**config.mk**
```make
export PLATFORM = sky130hd
export DESIGN_NAME = primitive_triangle_expander_unit
export DESIGN_NICKNAME = d
export VERILOG_FILES = /design/src/rtl/pte_pkg.sv /design/src/rtl/pte_cordic.sv /design/src/rtl/pte_mult.sv /design/src/rtl/primitive_triangle_expander_unit.sv
export SDC_FILE = /design/constraint.sdc
export NUM_CORES = 2
export LEC_CHECK = 0
export BUFFER_PORTS_ARGS = -buffer_cell sky130_fd_sc_hd__buf_2
export CORE_MARGIN = 2
export CORE_UTILIZATION = 64
export CTS_CLUSTER_SIZE = 28
export DETAILED_ROUTE_END_ITERATION = 7
export PLACE_DENSITY = 0.83
export SYNTH_ARGS = -nofsm -noshare
export SYNTH_HDL_FRONTEND = slang
export SYNTH_HIERARCHICAL = 1
export SYNTH_SLANG_ARGS = --single-unit
```
**constraint.sdc**
```tcl
create_clock -name clk -period 13.3 [get_ports clk]
set_input_delay 2.66 -clock clk [delete_from_list [all_inputs] [get_ports clk]]
set_output_delay 2.66 -clock clk [all_outputs]
set_load 0.05 [all_outputs]
```
**src/rtl/pte_pkg.sv**
```systemverilog
// Shared types, constants and trig helper functions for the primitive triangle expander.
package pte_pkg;

    // Default build configuration.
    localparam int PTE_ANGLE_STEP_DEG = 10;
    localparam int PTE_CORDIC_STEPS   = 16;
    localparam int PTE_FRACTION_BITS  = 16;

    // CORDIC datapath widths: vector lanes hold line deltas scaled by 2^20 plus gain growth.
    localparam int CORDIC_W   = 56;
    localparam int ANGLE_W    = 35;
    localparam int LINE_SCALE = 20;
    // Bits of a rotation result that carry the Q30 sine or cosine.
    localparam int TRIG_W     = 34;

    // Angles are signed Q5.30 radians.
    localparam longint PI_Q30      = 64'sd3373259426;
    localparam longint HALF_PI_Q30 = 64'sd1686629713;
    localparam longint GAIN_Q30    = 64'sd652032874;

    typedef enum logic [1:0] {
        OP_LINE   = 2'd0,
        OP_RECT   = 2'd1,
        OP_CIRCLE = 2'd2,
        OP_NONE   = 2'd3
    } pte_op_t;

    typedef enum logic [3:0] {
        ST_IDLE,
        ST_SETUP,
        ST_VEC_WAIT,
        ST_FOLD,
        ST_ROT_WAIT,
        ST_ROUND,
        ST_MUL_A,
        ST_MUL_B,
        ST_MUL_C,
        ST_PRIME,
        ST_LOAD,
        ST_EMIT
    } pte_state_t;

    // Command from the sequencer to the CORDIC unit.
    typedef struct packed {
        logic start;
        logic rotate;
    } pte_cordic_ctrl_t;

    // Arctangent of 2^-i in Q30 radians.
    function automatic logic [29:0] pte_atan(input logic [4:0] idx);
        logic [29:0] val;
        case (idx)
            5'd0:    val = 30'd843314857;
            5'd1:    val = 30'd497837829;
            5'd2:    val = 30'd263043837;
            5'd3:    val = 30'd133525159;
            5'd4:    val = 30'd67021687;
            5'd5:    val = 30'd33543516;
            5'd6:    val = 30'd16775851;
            5'd7:    val = 30'd8388437;
            5'd8:    val = 30'd4194283;
            5'd9:    val = 30'd2097149;
            5'd10:   val = 30'd1048576;
            5'd11:   val = 30'd524288;
            5'd12:   val = 30'd262144;
            5'd13:   val = 30'd131072;
            5'd14:   val = 30'd65536;
            5'd15:   val = 30'd32768;
            5'd16:   val = 30'd16384;
            5'd17:   val = 30'd8192;
            5'd18:   val = 30'd4096;
            5'd19:   val = 30'd2048;
            5'd20:   val = 30'd1024;
            5'd21:   val = 30'd512;
            5'd22:   val = 30'd256;
            5'd23:   val = 30'd128;
            default: val = 30'd0;
        endcase
        return val;
    endfunction

    // Sine or cosine of a whole number of degrees, evaluated at elaboration with the
    // same rotation-mode CORDIC as the hardware, rounded to fb fraction bits.
    function automatic longint pte_trig_deg(input int deg, input int iters, input int fb,
                                            input bit want_sin);
        longint x;
        longint y;
        longint z;
        longint nx;
        longint res;
        int     d;
        int     sh;
        int     i;
        bit     neg;
        d   = (deg > 180) ? deg - 360 : deg;
        z   = (longint'(d) * PI_Q30) / 180;
        x   = GAIN_Q30;
        y   = 0;
        neg = 1'b0;
        sh  = 30 - fb;
        if (z > HALF_PI_Q30) begin
            z   = z - PI_Q30;
            neg = 1'b1;
        end else if (z < -HALF_PI_Q30) begin
            z   = z + PI_Q30;
            neg = 1'b1;
        end
        for (i = 0; i < iters; i++) begin
            if (z >= 0) begin
                nx = x - (y >>> i);
                y  = y + (x >>> i);
                z  = z - longint'(pte_atan(5'(i)));
            end else begin
                nx = x + (y >>> i);
                y  = y - (x >>> i);
                z  = z + longint'(pte_atan(5'(i)));
            end
            x = nx;
        end
        if (neg) begin
            x = -x;
            y = -y;
        end
        res = want_sin ? y : x;
        return (res + (longint'(1) << (sh - 1))) >>> sh;
    endfunction

endpackage

```
**src/rtl/pte_cordic.sv**
```systemverilog
// Shared CORDIC unit: one micro-rotation per cycle in vectoring or rotation mode.
module pte_cordic
    import pte_pkg::*;
#(
    parameter int CORDIC_STEPS = PTE_CORDIC_STEPS
) (
    input  logic                       clk,
    input  logic                       rst_n,
    input  pte_cordic_ctrl_t           ctrl,
    input  logic signed [CORDIC_W-1:0] x_init,
    input  logic signed [CORDIC_W-1:0] y_init,
    input  logic signed [ANGLE_W-1:0]  z_init,
    output logic signed [CORDIC_W-1:0] x,
    output logic signed [CORDIC_W-1:0] y,
    output logic signed [ANGLE_W-1:0]  z,
    output logic                       done
);

    localparam int IW = $clog2(CORDIC_STEPS);

    logic signed [CORDIC_W-1:0] x_reg;
    logic signed [CORDIC_W-1:0] y_reg;
    logic signed [ANGLE_W-1:0]  z_reg;
    logic [IW-1:0]              iter_reg;
    logic                       busy_reg;
    logic                       rot_reg;
    logic                       done_reg;

    logic signed [CORDIC_W-1:0] x_sh;
    logic signed [CORDIC_W-1:0] y_sh;
    logic signed [ANGLE_W-1:0]  atan_z;
    logic signed [CORDIC_W-1:0] x_next;
    logic signed [CORDIC_W-1:0] y_next;
    logic signed [ANGLE_W-1:0]  z_next;
    logic                       turn_pos;
    logic                       last_iter;

    // One micro-rotation. Rotation mode drives z toward zero, vectoring mode drives y.
    always_comb
    begin
        x_sh      = x_reg >>> iter_reg;
        y_sh      = y_reg >>> iter_reg;
        atan_z    = ANGLE_W'(pte_atan(5'(iter_reg)));
        turn_pos  = rot_reg ? !z_reg[ANGLE_W-1] : (y_reg[CORDIC_W-1] || (y_reg == '0));
        last_iter = (iter_reg == IW'(CORDIC_STEPS - 1));
        if (turn_pos)
        begin
            x_next = x_reg - y_sh;
            y_next = y_reg + x_sh;
            z_next = z_reg - atan_z;
        end
        else
        begin
            x_next = x_reg + y_sh;
            y_next = y_reg - x_sh;
            z_next = z_reg + atan_z;
        end
    end

    // Vector and angle registers.
    always_ff @(posedge clk)
    begin
        if (ctrl.start)
        begin
            x_reg <= x_init;
            y_reg <= y_init;
            z_reg <= z_init;
        end
        else if (busy_reg)
        begin
            x_reg <= x_next;
            y_reg <= y_next;
            z_reg <= z_next;
        end
    end

    // Iteration counter and completion pulse.
    always_ff @(posedge clk or negedge rst_n)
    begin
        if (!rst_n)
        begin
            iter_reg <= '0;
            busy_reg <= 1'b0;
            rot_reg  <= 1'b0;
            done_reg <= 1'b0;
        end
        else
        begin
            done_reg <= 1'b0;
            if (ctrl.start)
            begin
                iter_reg <= '0;
                busy_reg <= 1'b1;
                rot_reg  <= ctrl.rotate;
            end
            else if (busy_reg)
            begin
                iter_reg <= iter_reg + 1'b1;
                if (last_iter)
                begin
                    busy_reg <= 1'b0;
                    done_reg <= 1'b1;
                end
            end
        end
    end

    assign x    = x_reg;
    assign y    = y_reg;
    assign z    = z_reg;
    assign done = done_reg;

endmodule

```
**src/rtl/pte_mult.sv**
```systemverilog
// Shared scaling multiplier: registered product, then round and shift to a Q16.16 offset.
module pte_mult
    import pte_pkg::*;
#(
    parameter int FRACTION_BITS = PTE_FRACTION_BITS
) (
    input  logic                           clk,
    input  logic [30:0]                    a,
    input  logic signed [FRACTION_BITS+1:0] b,
    input  logic                           line_mode,
    output logic signed [31:0]             res
);

    localparam int PW = 32 + FRACTION_BITS + 2;
    localparam logic signed [PW:0] RND_LINE = (PW + 1)'(1) << FRACTION_BITS;
    localparam logic signed [PW:0] RND_CIRC = (PW + 1)'(1) << (FRACTION_BITS - 1);

    logic signed [PW-1:0] prod_reg;
    logic signed [PW:0]   sum;
    logic signed [PW:0]   shifted;

    // Unsigned length times signed trig value.
    always_ff @(posedge clk)
    begin
        prod_reg <= $signed({1'b0, a}) * b;
    end

    // Line half-thickness rounds at F+1 bits, circle radius terms at F bits.
    always_comb
    begin
        sum     = {prod_reg[PW-1], prod_reg} + (line_mode ? RND_LINE : RND_CIRC);
        shifted = line_mode ? (sum >>> (FRACTION_BITS + 1)) : (sum >>> FRACTION_BITS);
        res     = shifted[31:0];
    end

endmodule

```
**src/rtl/primitive_triangle_expander_unit.sv**
```systemverilog
// Top level of the primitive triangle expander: sequencer, operand registers and outputs.
//
// Takes one primitive transaction (thick line, rectangle or circle) and returns it as a
// stream of triangle transactions, with last_triangle set on the final one. The block
// handles one primitive at a time: in_ready is high only while it is idle. A rectangle
// returns two triangles. A thick line runs the shared CORDIC unit twice, first to find
// the line angle and then its sine and cosine (a zero-length line skips the first pass).
// A circle reads its sine and cosine from a constant table and uses the shared
// multiplier twice per wedge. Output stalls while out_ready is held low. Operation
// code 3 is accepted and returns no triangles.
module primitive_triangle_expander_unit
    import pte_pkg::*;
#(
    parameter int ANGLE_STEP_DEG = PTE_ANGLE_STEP_DEG,
    parameter int CORDIC_STEPS   = PTE_CORDIC_STEPS,
    parameter int FRACTION_BITS  = PTE_FRACTION_BITS
) (
    input  logic               clk,
    input  logic               rst_n,
    input  logic               in_valid,
    output logic               in_ready,
    input  logic [1:0]         operation,
    input  logic signed [31:0] x_a,
    input  logic signed [31:0] y_a,
    input  logic signed [31:0] x_b,
    input  logic signed [31:0] y_b,
    input  logic [30:0]        rect_width,
    input  logic [30:0]        rect_height,
    input  logic [30:0]        circle_radius,
    input  logic [30:0]        line_thickness,
    input  logic [31:0]        packed_color,
    input  logic [7:0]         alpha_value,
    output logic               out_valid,
    input  logic               out_ready,
    output logic signed [31:0] corner_a_x,
    output logic signed [31:0] corner_a_y,
    output logic signed [31:0] corner_b_x,
    output logic signed [31:0] corner_b_y,
    output logic signed [31:0] corner_c_x,
    output logic signed [31:0] corner_c_y,
    output logic [31:0]        vertex_color,
    output logic [7:0]         vertex_alpha,
    output logic               last_triangle
);

    localparam int TW      = FRACTION_BITS + 2;
    localparam int N_WEDGE = (360 + ANGLE_STEP_DEG - 1) / ANGLE_STEP_DEG;
    localparam int WW      = $clog2(N_WEDGE + 1);

    localparam logic signed [ANGLE_W-1:0]  PI_Z      = ANGLE_W'(PI_Q30);
    localparam logic signed [ANGLE_W-1:0]  HALF_PI_Z = ANGLE_W'(HALF_PI_Q30);
    localparam logic signed [CORDIC_W-1:0] GAIN_X    = CORDIC_W'(GAIN_Q30);
    localparam logic signed [TRIG_W:0]     HALF_LSB  = (TRIG_W + 1)'(1) << (29 - FRACTION_BITS);

    // Sequencer state and operand registers.
    pte_state_t          state_reg;
    pte_state_t          state_next;
    pte_op_t             op_reg;
    logic signed [31:0]  xa_reg;
    logic signed [31:0]  ya_reg;
    logic signed [31:0]  xb_reg;
    logic signed [31:0]  yb_reg;
    logic [30:0]         w_reg;
    logic [30:0]         h_reg;
    logic [30:0]         r_reg;
    logic [30:0]         t_reg;
    logic [31:0]         color_reg;
    logic [7:0]          alpha_reg;
    logic                neg_reg;
    logic signed [TW-1:0] cos_reg;
    logic signed [TW-1:0] sin_reg;
    logic signed [31:0]  offc_reg;
    logic signed [31:0]  offs_reg;
    logic signed [31:0]  old_x_reg;
    logic signed [31:0]  old_y_reg;
    logic [WW-1:0]       wedge_reg;
    logic                tri_reg;

    // Output registers.
    logic signed [31:0]  ax_reg;
    logic signed [31:0]  ay_reg;
    logic signed [31:0]  bx_reg;
    logic signed [31:0]  by_reg;
    logic signed [31:0]  cx_reg;
    logic signed [31:0]  cy_reg;
    logic                last_reg;

    // Constant sine and cosine table for the circle fan, one entry per wedge edge.
    logic signed [TW-1:0] cos_tab [N_WEDGE+1];
    logic signed [TW-1:0] sin_tab [N_WEDGE+1];

    for (genvar k = 0; k <= N_WEDGE; k++)
    begin : g_trig
        localparam int     DEG   = (k * ANGLE_STEP_DEG > 360) ? 360 : k * ANGLE_STEP_DEG;
        localparam longint COS_V = pte_trig_deg(DEG, CORDIC_STEPS, FRACTION_BITS, 1'b0);
        localparam longint SIN_V = pte_trig_deg(DEG, CORDIC_STEPS, FRACTION_BITS, 1'b1);
        assign cos_tab[k] = COS_V[TW-1:0];
        assign sin_tab[k] = SIN_V[TW-1:0];
    end

    // Shared units.
    pte_cordic_ctrl_t           cordic_ctrl;
    logic signed [CORDIC_W-1:0] cordic_x_init;
    logic signed [CORDIC_W-1:0] cordic_y_init;
    logic signed [ANGLE_W-1:0]  cordic_z_init;
    logic signed [CORDIC_W-1:0] cordic_x;
    logic signed [CORDIC_W-1:0] cordic_y;
    logic signed [ANGLE_W-1:0]  cordic_z;
    logic                       cordic_done;

    logic [30:0]                mul_a;
    logic signed [TW-1:0]       mul_b;
    logic                       mul_line;
    logic signed [31:0]         mul_res;

    pte_cordic #(
        .CORDIC_STEPS(CORDIC_STEPS)
    ) u_cordic (
        .clk    (clk),
        .rst_n  (rst_n),
        .ctrl   (cordic_ctrl),
        .x_init (cordic_x_init),
        .y_init (cordic_y_init),
        .z_init (cordic_z_init),
        .x      (cordic_x),
        .y      (cordic_y),
        .z      (cordic_z),
        .done   (cordic_done)
    );

    pte_mult #(
        .FRACTION_BITS(FRACTION_BITS)
    ) u_mult (
        .clk       (clk),
        .a         (mul_a),
        .b         (mul_b),
        .line_mode (mul_line),
        .res       (mul_res)
    );

    logic in_accept;
    logic out_accept;
    logic is_circle;
    logic wedge_last;

    assign in_accept  = in_valid && in_ready;
    assign out_accept = out_valid && out_ready;
    assign is_circle  = (op_reg == OP_CIRCLE);
    assign wedge_last = (wedge_reg == WW'(N_WEDGE));

    // Line direction, with the vector turned into the right half plane when dx is negative.
    logic signed [32:0] dx_pos;
    logic signed [32:0] dx_neg;
    logic signed [32:0] dy_pos;
    logic signed [32:0] dy_neg;
    logic signed [32:0] vec_x;
    logic signed [32:0] vec_y;
    logic signed [ANGLE_W-1:0] vec_z;
    logic               line_zero;

    always_comb
    begin
        dx_pos    = {xb_reg[31], xb_reg} - {xa_reg[31], xa_reg};
        dx_neg    = {xa_reg[31], xa_reg} - {xb_reg[31], xb_reg};
        dy_pos    = {yb_reg[31], yb_reg} - {ya_reg[31], ya_reg};
        dy_neg    = {ya_reg[31], ya_reg} - {yb_reg[31], yb_reg};
        line_zero = (dx_pos == '0) && (dy_pos == '0);
        if (dx_pos[32])
        begin
            vec_x = dx_neg;
            vec_y = dy_neg;
            vec_z = dy_pos[32] ? -PI_Z : PI_Z;
        end
        else
        begin
            vec_x = dx_pos;
            vec_y = dy_pos;
            vec_z = '0;
        end
    end

    // Fold the line angle into the half circle that the rotation covers.
    logic signed [ANGLE_W-1:0] z_fold;
    logic                      fold_neg;

    always_comb
    begin
        if (cordic_z > HALF_PI_Z)
        begin
            z_fold   = cordic_z - PI_Z;
            fold_neg = 1'b1;
        end
        else if (cordic_z < -HALF_PI_Z)
        begin
            z_fold   = cordic_z + PI_Z;
            fold_neg = 1'b1;
        end
        else
        begin
            z_fold   = cordic_z;
            fold_neg = 1'b0;
        end
    end

    // Round the Q30 rotation results to the trig fraction width, negating when folded.
    logic signed [TRIG_W-1:0] cos_raw;
    logic signed [TRIG_W-1:0] sin_raw;
    logic signed [TRIG_W:0]   cos_rnd;
    logic signed [TRIG_W:0]   sin_rnd;
    logic signed [TRIG_W:0]   cos_q;
    logic signed [TRIG_W:0]   sin_q;
    logic signed [TW-1:0]     cos_next;
    logic signed [TW-1:0]     sin_next;

    always_comb
    begin
        cos_raw  = cordic_x[TRIG_W-1:0];
        sin_raw  = cordic_y[TRIG_W-1:0];
        cos_rnd  = neg_reg ? (HALF_LSB - cos_raw) : (cos_raw + HALF_LSB);
        sin_rnd  = neg_reg ? (HALF_LSB - sin_raw) : (sin_raw + HALF_LSB);
        cos_q    = cos_rnd >>> (30 - FRACTION_BITS);
        sin_q    = sin_rnd >>> (30 - FRACTION_BITS);
        cos_next = cos_q[TW-1:0];
        sin_next = sin_q[TW-1:0];
    end

    // Multiplier operands: thickness or radius times cosine, then times sine.
    always_comb
    begin
        mul_line = !is_circle;
        mul_a    = is_circle ? r_reg : t_reg;
        if (state_reg == ST_MUL_A)
        begin
            mul_b = is_circle ? cos_tab[wedge_reg] : cos_reg;
        end
        else
        begin
            mul_b = is_circle ? sin_tab[wedge_reg] : sin_reg;
        end
    end

    // Triangle assembly for the output registers.
    logic signed [31:0] w_s;
    logic signed [31:0] h_s;
    logic signed [31:0] tri_ax;
    logic signed [31:0] tri_ay;
    logic signed [31:0] tri_bx;
    logic signed [31:0] tri_by;
    logic signed [31:0] tri_cx;
    logic signed [31:0] tri_cy;
    logic               tri_last;

    always_comb
    begin
        w_s = $signed({1'b0, w_reg});
        h_s = $signed({1'b0, h_reg});
        case (op_reg)
            OP_LINE:
            begin
                tri_last = tri_reg;
                if (!tri_reg)
                begin
                    tri_ax = xa_reg + offs_reg;
                    tri_ay = ya_reg - offc_reg;
                    tri_bx = xb_reg + offs_reg;
                    tri_by = yb_reg - offc_reg;
                    tri_cx = xb_reg - offs_reg;
                    tri_cy = yb_reg + offc_reg;
                end
                else
                begin
                    tri_ax = xb_reg - offs_reg;
                    tri_ay = yb_reg + offc_reg;
                    tri_bx = xa_reg - offs_reg;
                    tri_by = ya_reg + offc_reg;
                    tri_cx = xa_reg + offs_reg;
                    tri_cy = ya_reg - offc_reg;
                end
            end
            OP_RECT:
            begin
                tri_last = tri_reg;
                if (!tri_reg)
                begin
                    tri_ax = xa_reg;
                    tri_ay = ya_reg;
                    tri_bx = xa_reg + w_s;
                    tri_by = ya_reg;
                    tri_cx = xa_reg;
                    tri_cy = ya_reg + h_s;
                end
                else
                begin
                    tri_ax = xa_reg;
                    tri_ay = ya_reg + h_s;
                    tri_bx = xa_reg + w_s;
                    tri_by = ya_reg;
                    tri_cx = xa_reg + w_s;
                    tri_cy = ya_reg + h_s;
                end
            end
            default:
            begin
                // Circle wedge: centre, new edge point, previous edge point.
                tri_last = wedge_last;
                tri_ax   = xa_reg;
                tri_ay   = ya_reg;
                tri_bx   = xa_reg + offc_reg;
                tri_by   = ya_reg + offs_reg;
                tri_cx   = old_x_reg;
                tri_cy   = old_y_reg;
            end
        endcase
    end

    // State register.
    always_ff @(posedge clk or negedge rst_n)
    begin
        if (!rst_n)
        begin
            state_reg <= ST_IDLE;
        end
        else
        begin
            state_reg <= state_next;
        end
    end

    // Next state and CORDIC commands.
    always_comb
    begin
        state_next         = state_reg;
        cordic_ctrl.start  = 1'b0;
        cordic_ctrl.rotate = 1'b0;
        cordic_x_init      = GAIN_X;
        cordic_y_init      = '0;
        cordic_z_init      = '0;
        case (state_reg)
            ST_IDLE:
            begin
                if (in_valid)
                begin
                    case (operation)
                        OP_LINE:   state_next = ST_SETUP;
                        OP_RECT:   state_next = ST_LOAD;
                        OP_CIRCLE: state_next = ST_MUL_A;
                        default:   state_next = ST_IDLE;
                    endcase
                end
            end
            ST_SETUP:
            begin
                cordic_ctrl.start = 1'b1;
                if (line_zero)
                begin
                    // Zero-length line: angle zero, straight to the rotation pass.
                    cordic_ctrl.rotate = 1'b1;
                    state_next         = ST_ROT_WAIT;
                end
                else
                begin
                    cordic_x_init = {{(CORDIC_W-33-LINE_SCALE){vec_x[32]}}, vec_x,
                                     {LINE_SCALE{1'b0}}};
                    cordic_y_init = {{(CORDIC_W-33-LINE_SCALE){vec_y[32]}}, vec_y,
                                     {LINE_SCALE{1'b0}}};
                    cordic_z_init = vec_z;
                    state_next    = ST_VEC_WAIT;
                end
            end
            ST_VEC_WAIT:
            begin
                if (cordic_done)
                begin
                    state_next = ST_FOLD;
                end
            end
            ST_FOLD:
            begin
                cordic_ctrl.start  = 1'b1;
                cordic_ctrl.rotate = 1'b1;
                cordic_z_init      = z_fold;
                state_next         = ST_ROT_WAIT;
            end
            ST_ROT_WAIT:
            begin
                if (cordic_done)
                begin
                    state_next = ST_ROUND;
                end
            end
            ST_ROUND:
            begin
                state_next = ST_MUL_A;
            end
            ST_MUL_A:
            begin
                state_next = ST_MUL_B;
            end
            ST_MUL_B:
            begin
                state_next = ST_MUL_C;
            end
            ST_MUL_C:
            begin
                state_next = (is_circle && (wedge_reg == '0)) ? ST_PRIME : ST_LOAD;
            end
            ST_PRIME:
            begin
                state_next = ST_MUL_A;
            end
            ST_LOAD:
            begin
                state_next = ST_EMIT;
            end
            ST_EMIT:
            begin
                if (out_ready)
                begin
                    if (last_reg)
                    begin
                        state_next = ST_IDLE;
                    end
                    else
                    begin
                        state_next = is_circle ? ST_MUL_A : ST_LOAD;
                    end
                end
            end
            default:
            begin
                state_next = ST_IDLE;
            end
        endcase
    end

    // Triangle and wedge counters.
    always_ff @(posedge clk or negedge rst_n)
    begin
        if (!rst_n)
        begin
            wedge_reg <= '0;
            tri_reg   <= 1'b0;
        end
        else
        begin
            if (in_accept)
            begin
                wedge_reg <= '0;
                tri_reg   <= 1'b0;
            end
            else if (state_reg == ST_PRIME)
            begin
                wedge_reg <= WW'(1);
            end
            else if (out_accept && !last_reg)
            begin
                tri_reg <= 1'b1;
                if (is_circle)
                begin
                    wedge_reg <= wedge_reg + 1'b1;
                end
            end
        end
    end

    // Operand capture and datapath registers.
    always_ff @(posedge clk)
    begin
        if (in_accept)
        begin
            op_reg    <= pte_op_t'(operation);
            xa_reg    <= x_a;
            ya_reg    <= y_a;
            xb_reg    <= x_b;
            yb_reg    <= y_b;
            w_reg     <= rect_width;
            h_reg     <= rect_height;
            r_reg     <= circle_radius;
            t_reg     <= line_thickness;
            color_reg <= packed_color;
            alpha_reg <= alpha_value;
        end
        if (state_reg == ST_SETUP)
        begin
            neg_reg <= 1'b0;
        end
        if (state_reg == ST_FOLD)
        begin
            neg_reg <= fold_neg;
        end
        if (state_reg == ST_ROUND)
        begin
            cos_reg <= cos_next;
            sin_reg <= sin_next;
        end
        if (state_reg == ST_MUL_B)
        begin
            offc_reg <= mul_res;
        end
        if (state_reg == ST_MUL_C)
        begin
            offs_reg <= mul_res;
        end
        if (state_reg == ST_PRIME)
        begin
            old_x_reg <= xa_reg + offc_reg;
            old_y_reg <= ya_reg + offs_reg;
        end
        else if (out_accept)
        begin
            old_x_reg <= bx_reg;
            old_y_reg <= by_reg;
        end
        if (state_reg == ST_LOAD)
        begin
            ax_reg   <= tri_ax;
            ay_reg   <= tri_ay;
            bx_reg   <= tri_bx;
            by_reg   <= tri_by;
            cx_reg   <= tri_cx;
            cy_reg   <= tri_cy;
            last_reg <= tri_last;
        end
    end

    // Port drive.
    assign in_ready      = (state_reg == ST_IDLE);
    assign out_valid     = (state_reg == ST_EMIT);
    assign corner_a_x    = ax_reg;
    assign corner_a_y    = ay_reg;
    assign corner_b_x    = bx_reg;
    assign corner_b_y    = by_reg;
    assign corner_c_x    = cx_reg;
    assign corner_c_y    = cy_reg;
    assign vertex_color  = color_reg;
    assign vertex_alpha  = alpha_reg;
    assign last_triangle = last_reg;

    // The final triangle transaction returns the block to idle.
    assert property (@(posedge clk) disable iff (!rst_n)
        out_valid && out_ready && last_triangle |=> in_ready)
        else $error("block not idle after the final triangle");

    // The CORDIC unit only finishes while the sequencer waits for it.
    assert property (@(posedge clk) disable iff (!rst_n)
        cordic_done |-> (state_reg == ST_VEC_WAIT || state_reg == ST_ROT_WAIT))
        else $error("CORDIC completion outside a wait state");

    // The circle start point is captured only before the first wedge.
    assert property (@(posedge clk) disable iff (!rst_n)
        state_reg == ST_PRIME |-> (wedge_reg == '0 && op_reg == OP_CIRCLE))
        else $error("circle start point captured out of sequence");

endmodule
```
# Word level (Yosys, flattened, before mapping)
# Memories as Yosys holds them, arrays and structs flattened.
# Cells that the tools add are included.
[totals] regBits=866 mem_bits_ro=2784 inputBits=298 wordCells=211 memories=3
[classes] add_sub_neg=31 n_mul=1 order_cmp=3 eq_ne=23 shifts=2 muxes=84 bitwise_logic=1 reduce_logical=27
[mem_list] name="(name not given)" words=64 width=18 rd=1 rd_ports_with_merged_regs=0 write_ports=0 line_no="primitive_triangle_expander_unit.sv:238" rtl="mul_b = is_circle ? sin_tab[wedge_reg] : sin_reg;"
[mem_list] name="(name not given)" words=64 width=18 rd=1 rd_ports_with_merged_regs=0 write_ports=0 line_no="primitive_triangle_expander_unit.sv:234" rtl="mul_b = is_circle ? cos_tab[wedge_reg] : cos_reg;"
[mem_list] name="(name not given)" words=16 width=30 rd=1 rd_ports_with_merged_regs=0 write_ports=0 line_no="pte_pkg.sv:52" rtl="case (idx)"
[op_table] cell="$mux W56" n=10
[op_table] cell="$mux W32" n=16
[op_table] cell="$pmux W32 S2" n=5
[op_table] cell="$mux W35" n=8
[op_table] cell="$add A32 B32 Y32" n=8
[op_table] cell="$sub A32 B32 Y33" n=4
[op_table] cell="$sub A32 B32 Y32" n=4
[op_table] cell="$mux W18" n=7
[op_table] cell="$add A56 B56 Y56" n=2
[op_table] cell="$sshr A56 B4 Y56" n=2
[op_table] cell="$sub A56 B56 Y56" n=2
[op_table] cell="$pmux W35 S2" n=1
[op_table] cell="$logic_not A33 Y1" n=2
[op_table] cell="$mux W33" n=2
[op_table] cell="$add A32 B15 Y32 const B" n=2
[op_table] cell="$sub A15 B32 Y32 const A" n=2
[op_table] cell="$logic_not A56 Y1" n=1
[op_table] cell="$add A49 B17 Y49" n=1
[op_table] cell="$mul A32 B18 Y49" n=1
[op_table] cell="$pmux W4 S11" n=1
[op_table] cell="$add A35 B31 Y35" n=1
[op_table] cell="$add A35 B33 Y35 const B" n=1
[op_table] cell="$gt A35 B32 Y1 const B" n=1
[op_table] cell="$lt A35 B32 Y1 const B" n=1
[op_table] cell="36 further kinds" n=87

# Logic depth before layout (Yosys ltp)
[logic_depth] word_depth=7 depth_mapped=37

# Modules after synthesis
# The synthesis kept the hierarchy.
[by_module_without_submodules] module="primitive_triangle_expander_unit" instances=1 cells_each=6734 area_per_inst_um2=59186.8 seq_area_each_um2=19854.0
[by_module_without_submodules] module="pte_cordic" instances=1 cells_each=3022 area_per_inst_um2=24638.6 seq_area_each_um2=4589.4
[by_module_without_submodules] module="pte_mult" instances=1 cells_each=2261 area_per_inst_um2=19636.3 seq_area_each_um2=680.7

# Worst setup path after synthesis
# No wires, ideal clock.
[synth_path] path_kind="input to register" start="input port in_valid" end="register wedge_reg[1]" t_arrival_ns=10.013 slack_ns=3.160 cell_stages=3 n_path_buf=0 path_cell_list="and2_1 > nand2b_1 > nor2_1"
[synth_via] elab_chain_len=3 word_cells_on_any_way=5
[synth_rtl] element="start: declaration" line_no="primitive_triangle_expander_unit.sv:20" rtl="input logic in_valid,"
[synth_rtl] element="$logic_and A1 B1 Y1 *" line_no="primitive_triangle_expander_unit.sv:146" rtl="assign in_accept = in_valid && in_ready;"
[synth_rtl] element="$reduce_bool A3 Y1 (no line)"
[synth_rtl] element="$reduce_and A2 Y1 (no line)"
[synth_rtl] element="end signal: assignment" line_no="primitive_triangle_expander_unit.sv:460" rtl="wedge_reg <= wedge_reg + 1'b1;"
[synth_rtl] element="end: declaration" line_no="primitive_triangle_expander_unit.sv:76" rtl="logic [WW-1:0] wedge_reg;"
# Every way passes the cells marked *; elsewhere a longest branch is shown, timed or not.
# A chain may end at the register's enable or synchronous reset.

# Worst setup path after layout
[layout_path] start="register wedge_reg[1]" end="register u_mult.prod_reg[40]"
[layout_via] elab_chain_len=7 word_cells_on_any_way=11
[layout_rtl] element="$not A6 Y7 (implied by the code) *" line_no="primitive_triangle_expander_unit.sv:234, primitive_triangle_expander_unit.sv:238"
[layout_rtl] element="$mem_v2 Z64 W18, on equally long branches"
[layout_rtl] element="$mux W18, on equally long branches (3 in a row)" line_no="primitive_triangle_expander_unit.sv:238, primitive_triangle_expander_unit.sv:234"
[layout_rtl] element="$mux W18 *" line_no="primitive_triangle_expander_unit.sv:232" rtl="if (state_reg == ST_MUL_A)"
[layout_rtl] element="named net mul_b[3]" line_no="primitive_triangle_expander_unit.sv:112" rtl="logic signed [TW-1:0] mul_b;"
[layout_rtl] element="$mul A32 B18 Y49 *" line_no="pte_mult.sv:25" rtl="prod_reg <= $signed({1'b0, a}) * b;"
[layout_rtl] element="end signal: assignment" line_no="pte_mult.sv:25"
[layout_rtl] element="end: declaration" line_no="pte_mult.sv:18" rtl="logic signed [PW-1:0] prod_reg;"
# The timed path passes the listed nets; every way through them passes the cells marked *. The select of a mux whose other input is x is not followed.

==> qor.yml <==
cells_and_area:
  drive_above_1_share_pct: 10.7
  nets: 13800
  area_growth_pct: 7.12
  num-fill-cells: 12600
synthesis:
  yosys.area_share.simple_pct: 17.3
  yosys_register_bits: 851
  yosysMostFrequentCell: "nand2_1"
  yosysTopAreaCellShare_pct: 23.2
  yosys-top-cells-area: "edfxtp_1 (23%), ha_1 (10%), fa_1 (9.3%), nand2_1 (4.9%), a21oi_1 (4.5%)"
  avgSynthCellArea_um2: 8.61
  yosys.area.top_type: "edfxtp_1"
  synth_ff_type: "edfxtp_1"
  ys_warn_count: 6
  synthAdderAreaFrac_pct: 19.5
  seq_area_frac_synth_pct: 24.3
  synth_edf_count: 799
  synth_compound_area_share_pct: 20.2
  muxShareOfSynthArea_pct: 5.94
  syn_inst: 12000
  synth_top_family_by_area: "compound AO/OA/AOI/OAI gates"
  synthXorXnorAreaFrac_pct: 6.49
  synth_area_um2: 103000
  ys_types: 135
  synth_common_cells: "nand2_1 (1346), inv_1 (985), a21oi_1 (923)"
  async_flop_share_pct: 2.12
clock_tree:
  root_buffer: "clkbuf_16"
  htreeDepth: 3
  cts_tree: "built"
  cts_resized: 0
  clkLatencyLatePin_ns: 0.80
  postCtsSetupRepairBufs: 0
  cts_buffer_depth: 3
  cts_sinks: 851
  cts_hold_buf: 0
  clkTransAtPathRegs_ns: 0.06
  numCtsBuffers: 100
setup_path:
  r2r_slack_ns: 3.78
  slowest_stage: "dfrtp_1"
  worstReg2RegEnd: "u_mult/prod_reg[40]"
  worst_ep_required_time_ns: 14.00
  cp-start-kind: "flip-flop"
  cpPeakStageDelay_ns: 1.01
  worst_path_most_repeated_cell: "fa_1"
  critical_path_class: "reg2reg"
  rr_startpoint: "wedge_reg[1]"
  path_max_fanout: 31
  endpoint_kind: "flip-flop"
  crit_arrival_ns: 10.21
  ff2ff_path_depth: 28
routing:
  drc: 16
  wl_mm: 403
  avgRoutedWirePerCell_um: 28.0
  drt_pass1_iterations: 8
  detail-route-antenna-nets: 0
  num_vias: 99800
  drtIter0Drc: 14100
  vias_per_cell: 6.93
place:
  numPortBuffers: 532
  gp_congestion: 1.07
  dpl.hpwl_mm: 303
sta:
  max-slew-margin-rel_pct: 12.4
  skew_ns: 0.0440
  worst_slew_pin_slew_ns: 1.30
  finalHoldViolCount: 0
  finalCriticalPeriod_ns: 9.52
  clock.fmax_mhz: 105
  setup_violations: 0
  period_share_pct: 71.5
  finalSetupTns_ns: 0
  drv_slew: 0
  rsz0062_at_grt: "false"
grt:
  grt_max_degree: 150
  grt_pass1_vias: 97200
  grt_pass1_wl_mm: 592
  grt_overflow: 0
  antenna_found_initial: 18
  grtUsageTotal_pct: 47.4
worst_hold_path:
  hold_start: "old_y_reg[25]"
  min_to: "corner_c_y[25]"
  hp-class: "reg2reg"
  worstHoldPathCells: 2
job:
  drv_cap: 0
floorplanning:
  boundaryPins: 533
  die_area_um2: 165000
  rows: 147
  coreArea_um2: 161000
  die_h_um: 406
  start_util_pct: 64.4
  die_x_um: 406
run_status:
  violations: "design-rule violations"
  status: "complete, but fails checks"
## metrics by stage
stage / hold slack, ns / cell area [um^2] / worst slack, ns / utilization [%] / cells
floorplan: 0.487 / 104000 / 3.16 / - / 12000
global placement: 0.508 / 107000 / 4.09 / 66.9 / 14200
detailed placement: 0.519 / 107000 / 3.99 / 66.9 / 14200
CTS: 0.544 / 111000 / 3.97 / 69.0 / 14400
global route: 0.551 / 111000 / 3.35 / 69.0 / 14400
finish: 0.543 / 111000 / 3.78 / 69.0 / 14400
## area by class of cell
type / instances / area (um^2) / area share (%)
Inverter: 996 / 3740 / 3.38
Timing Repair Buffer: 673 / 3780 / 3.41
Clock inverter: 72 / 857 / 0.773
Sequential cell: 851 / 25100 / 22.7
Multi-Input combinational cell: 9522 / 72000 / 65.0
Antenna cell: 7 / 17.5 / 0.0158
Clock buffer: 114 / 2570 / 2.32
Tap cell: 2160 / 2700 / 2.44
## routing by layer
layer	share of wire, %	GRT usage [%]	wire, um	vias to the layer above
met5	0.020	0	82	-
met4	8.6	33.4	34700	12
met3	13	13.5	53000	1889
met2	44	73.7	176000	7632
met1	35	56.4	139000	47200
li1	-	-	-	43000
## worst max path at each step
stage	cells past startpoint	end	slack (ns)	startpoint
5_1_grt	27	u_mult/prod_reg[46]	3.35	wedge_reg[1]
6_report	28	u_mult/prod_reg[40]	3.78	wedge_reg[1]
4_1_cts	27	u_mult/prod_reg[46]	3.97	wedge_reg[1]
2_1_floorplan	3	wedge_reg[1]	3.16	in_valid
3_3_place_gp	27	u_mult/prod_reg[46]	4.09	wedge_reg[1]
3_5_place_dp	27	u_mult/prod_reg[46]	3.99	wedge_reg[1]
## layout by cell type, fill, tap and decap left out, drive strengths merged, types with 77 or more instances in the layout
cell type,instances
a211oi,161
a21o,263
a21oi,927
a31oi,123
and2,293
and3,98
buf,673
clkbuf,114
edfxtp,799
fa,483
ha,836
inv,1004
mux2,118
mux2i,203
mux4,122
nand2,1352
nand2b,144
nand3,205
nand4,102
nor2,800
nor2b,110
nor3,262
nor4,77
o211ai,97
o21a,95
o21ai,809
o21bai,106
o31ai,81
xnor2,510
xor2,257
## critical path: cells and delay by family (launching register included)
family | cells | cell delay [ns]
compound gates | 9 | 2.25
xor+xnor | 1 | 0.17
fa+ha+maj | 8 | 3.65
buf+inv | 3 | 0.48
flops | 1 | 1.01
mux | 1 | 0.81
simple gates | 6 | 1.00
## kinds of logic after synthesis
| group | count (synthesis) |
|---|---|
| XOR/XNOR | 767 |
| multiplexers | 443 |
| AO/OA/AOI/OAI | 3273 |
| AND/OR/NAND/NOR | 3692 |
| buffers and inverters | 1671 |
| adder cells (fa/ha/maj) | 1319 |
| flip-flops | 851 |
| other | 1 |
Power is left out: the tool's default activity adds up to more than one toggle a clock period on the data nets, which glitch-free logic cannot reach.
